`config.mk`:
```
export PLATFORM = sky130hd
export DESIGN_NAME = msp_ctrl
export DESIGN_NICKNAME = d
export VERILOG_FILES = /design/src/msp_pkg.sv /design/src/msp_ctrl.sv
export SDC_FILE = /design/constraint.sdc
export NUM_CORES = 1
export LEC_CHECK = 0
export ABC_AREA = 0
export BUFFER_PORTS_ARGS = -buffer_cell sky130_fd_sc_hd__buf_4
export CORE_AREA = 10 10 47 49
export DETAILED_ROUTE_END_ITERATION = 8
export DIE_AREA = 0 0 57 59
export HOLD_SLACK_MARGIN = 0.05
export SKIP_LAST_GASP = 1
export SLEW_MARGIN = 10
export SYNTH_ARGS = -nofsm -noshare
export SYNTH_HDL_FRONTEND = slang
export SYNTH_SLANG_ARGS = --single-unit
```
`constraint.sdc`:
```
create_clock -name clk -period 1.4 [get_ports clk]
set_clock_uncertainty 0.1 [all_clocks]
set_input_delay 0.21 -clock clk [delete_from_list [all_inputs] [get_ports clk]]
set_output_delay 0.21 -clock clk [all_outputs]
set_load 0.02 [all_outputs]
```
`src/msp_pkg.sv`:
```
// ----------------------------------------------------------------------------
// msp_pkg
// Shared types and constants for the maximum-sum path block: item and result
// payloads, store geometry and the command/status bundles between the
// controller and the datapath.
// ----------------------------------------------------------------------------
`default_nettype none

package msp_pkg;

  localparam int DEPTH   = 4096;
  localparam int ADDR_W  = (DEPTH > 1) ? $clog2(DEPTH) : 1;
  localparam int CNT_W   = $clog2(DEPTH + 1);
  localparam int VALUE_W = 32;
  localparam int SUM_W   = 45;

  typedef struct packed {
    logic                       mode;
    logic                       has_value;
    logic signed [VALUE_W-1:0]  value;
    logic                       last;
  } in_t;

  typedef struct packed {
    logic signed [SUM_W-1:0] path_sum;
    logic                    overflow;
  } out_t;

  // controller -> datapath
  typedef struct packed {
    logic load;   // accept the item on the input channel
    logic rd;     // issue store reads, fold a closed segment into the total
    logic ex;     // take one walk step on the read data
    logic fin;    // fold the last segment, load the result, clear the pair
  } cmd_t;

  // datapath -> controller
  typedef struct packed {
    logic pair_done;  // the offered item closes the second sequence
    logic walk_end;   // both pointers have run past their counts
    logic out_busy;   // a result is still waiting to be taken
  } status_t;

endpackage

`default_nettype wire

```
`src/msp_ctrl.sv`:
```
// ----------------------------------------------------------------------------
// msp_ctrl
// Controller: loads items until both sequences close, then steps the
// two-pointer walk (read, execute) until both sides run out, and hands the
// total to the output register.
// ----------------------------------------------------------------------------
`default_nettype none

module msp_ctrl (
  input  wire logic             clk,
  input  wire logic             rst,
  input  wire logic             item_valid,
  output logic                  item_ready,
  input  wire msp_pkg::status_t status,
  output msp_pkg::cmd_t         cmd
);

  typedef enum logic [3:0] {
    ST_LOAD = 4'b0001,
    ST_RD   = 4'b0010,
    ST_EX   = 4'b0100,
    ST_FIN  = 4'b1000
  } state_t;

  state_t state;
  state_t state_next;

  always_comb begin
    state_next = state;
    item_ready = 1'b0;
    cmd        = '0;
    case (state)
      ST_LOAD: begin
        item_ready = 1'b1;
        cmd.load   = item_valid;
        if (item_valid && status.pair_done) begin
          state_next = ST_RD;
        end
      end
      ST_RD: begin
        cmd.rd     = 1'b1;
        state_next = ST_EX;
      end
      ST_EX: begin
        if (status.walk_end) begin
          state_next = ST_FIN;
        end else begin
          cmd.ex     = 1'b1;
          state_next = ST_RD;
        end
      end
      ST_FIN: begin
        // hold until the previous result has left
        if (!status.out_busy) begin
          cmd.fin    = 1'b1;
          state_next = ST_LOAD;
        end
      end
      default: begin
        state_next = ST_LOAD;
      end
    endcase
  end

  always_ff @(posedge clk) begin
    if (rst) begin
      state <= ST_LOAD;
    end else begin
      state <= state_next;
    end
  end

endmodule

`default_nettype wire

```
==> out/qor.yml <==
cells_and_area:
  top_register: "state"
  syn2layout_area_growth_pct: 65.2
  multi_input_comb_area_um2: 188
  fillCellCount: 148
  largest_register_ffs: 4
  antenna_cells: 0
  regArea_um2: 90.1
  nNetsFinal: 59
  top_regs: "state x4"
  drive_gt1_share_pct: 58.8
placement:
  io_buffer_count: 10
  gp_congestion: 0.720
  dp_hpwl_um: 600
  dp_slack_ns: 0.0795
route:
  first_pass_iters: 4
  drt_iter0_drc: 12
  ant_nets: 0
  wl_per_cell_um: 13.6
  met2WireLength_um: 431
  drc: 0
  met1Wirelength_um: 381
  dr_wl_met3_um: 85
  vias_per_cell: 4.61
  vias: 309
  drt-total-wl_um: 913
  dr.max_layer_used: "met4"
timing:
  setup_viol: 5
  hold_viol: 0
  fin_crit_ns: 1.48
  worstMarginPinSlew_ns: 0.225
  post-route-period-util_pct: 106
  fmax_ghz: 0.675
  rsz0062_at_grt: "yes"
  drv_slew: 0
  setup_ws_ns: -0.0808
  slew_headroom_pct: 84.9
  fin_hold_ws_ns: 0.217
critical_path:
  crit_arrival_ns: 1.17
  r2r_slack_ns: 0.08
  crit_path_start_kind: "flop"
  cp.required_ns: 1.09
  worstSetupPathType: "flop to primary output"
  reg2reg_depth: 5
  r2r-start: "state[1]$_SDFFE_PP0P_"
  path_max_fanout: 6
  endpoint_kind: "primary output"
  r2r_end: "state[1]$_SDFFE_PP0P_"
global_route:
  grt_max_degree: 8
  overflow: 0
  track_usage_pct: 5.91
  grt_pass1_vias: 335
  grt_pass1_wl_um: 1480
  antenna_found_initial: 0
outcome:
  status: "finished with violations"
  violations: "setup timing"
synth:
  synth_cells: 34
  synth_largest_area_cell: "dfxtp_1"
  synth_nets: 40
  synth_cell_types: 18
  synth.area.top_cells: "dfxtp_1, nor4b_4, buf_6"
  syn-cell-area_um2: 284
  yosys_warnings: 0
  synth_area_per_cell_um2: 8.35
  ys_seq_area_share_pct: 28.2
  synth_top_area_share_pct: 28.2
  ys_ff_latch: 4
clock_tree:
  cts_tree: "yes"
  cts.sinks: 4
  clk_latency_ns: 0.24
  cts.clk_slew.worst_paths_ns: 0.04
  cts-root-buf: "clkbuf_4"
  cts_made_buffers: 3
  cts_buffer_depth: 2
  htreeDepth: 1
power:
  power_leakage_uw: 0.000220
  power_density_nw_per_um2: 1410
  total_power_uw: 664
  irDropWorstVdd_mv: 0.639
die:
  core_area_um2: 1400
  rows: 14
  die_area_um2: 3360
  die_h_um: 59
  io_pins: 11
  initial_core_util_pct: 20.3
  die_w_um: 57
hold_path:
  holdCritPathClass: "input port to flop"
  worstHoldStart: "status[2]"
  min_path_cells: 4
  min_to: "state[0]$_SDFFE_PP1P_"
flow_run:
  cap_violations: 0
-- layout make-up --
cell class	instances	area share, %
multi-input cells	25	40.0
repair buffers	18	30.9
flip-flops and latches	4	19.2
clock buffers	3	4.80
well taps	16	4.27
inverters	1	0.800
-- worst max path at each step --
| stage | startpoint | endpoint | cells after the start |
|---|---|---|---|
| after floorplan | state[3]$_SDFFE_PP0P_ | cmd[3] | 3 |
| after global placement | state[3]$_SDFFE_PP0P_ | state[0]$_SDFFE_PP1P_ | 4 |
| after detailed placement | state[1]$_SDFFE_PP0P_ | cmd[2] | 3 |
| after CTS | state[1]$_SDFFE_PP0P_ | cmd[3] | 3 |
| after global routing | state[1]$_SDFFE_PP0P_ | cmd[3] | 3 |
| final | state[1]$_SDFFE_PP0P_ | cmd[3] | 3 |
-- cell usage in the layout (no fill, tap or decap), drive strengths merged --
| master | count |
|---|---|
| nand2 | 2 |
| nor4 | 3 |
| buf | 17 |
| o21a | 1 |
| clkbuf | 3 |
| nand2b | 3 |
| nor2 | 2 |
| nor4b | 1 |
| inv | 1 |
| and3 | 2 |
| nor3 | 2 |
| nand3b | 2 |
| dfxtp | 4 |
| dlygate4sd3 | 1 |
| a21oi | 1 |
| a311oi | 1 |
| and2 | 2 |
| o21ai | 3 |
-- per-stage QoR --
step,TNS (ns),utilization (%),cell area [um2],cells
finish,-0.282,33.5,469,67
global route,-0.597,33.5,469,67
CTS,-0.355,33.1,464,67
detailed placement,0,27.4,384,60
global placement,0,27.4,384,60
floorplan,-0.0437,-,292,34
-- Yosys cell counts (all sizes together) --
cell type  n
o21a       1
nand3b     2
and3       2
nor2       2
inv        1
dfxtp      4
buf        4
and2       2
o21ai      3
a21oi      1
nor4b      1
nand2b     3
nor4       3
nand2      2
nor3       2
a311oi     1
-- power breakdown --
group          total, uW  leakage, uW  switching (uW)  internal [uW]
Sequential           177    0.0000343            38.0            139
Clock                152    0.0000138            55.7           96.5
Combinational        335     0.000172             134            201
-- layer usage --
metal / global-route usage [%] / up-vias
li1: - / 157
met1: 5.80 / 141
met2: 8.22 / 9
met3: 4.94 / 2
met4: 4.03 / 0
met5: 0 / -
-- timing repair --
item | 4_1_cts | 5_1_grt
pin swaps | 5 | 1
hold buffers | 1 | 0
buffers inserted | 3 | 0
hold endpoints to repair | 1 | 0
resized for setup | 9 | 1
endpoints found under the setup margin | 5 | 5
-- worst max-delay path, cell delays in order (launching register included) --
cell and delay [ns]:
dfxtp_4 0.36, nor4b_4 0.28, and2_4 0.18, buf_6 0.11
-- cells by family after synthesis --
logic type / Yosys count / share of synthesized area [%]
AO/OA/AOI/OAI: 6 / 14.1
buffers and inverters: 5 / 12.8
flip-flops: 4 / 28.2
AND/OR/NAND/NOR: 19 / 44.9
Power figures use the tool's default switching activity.
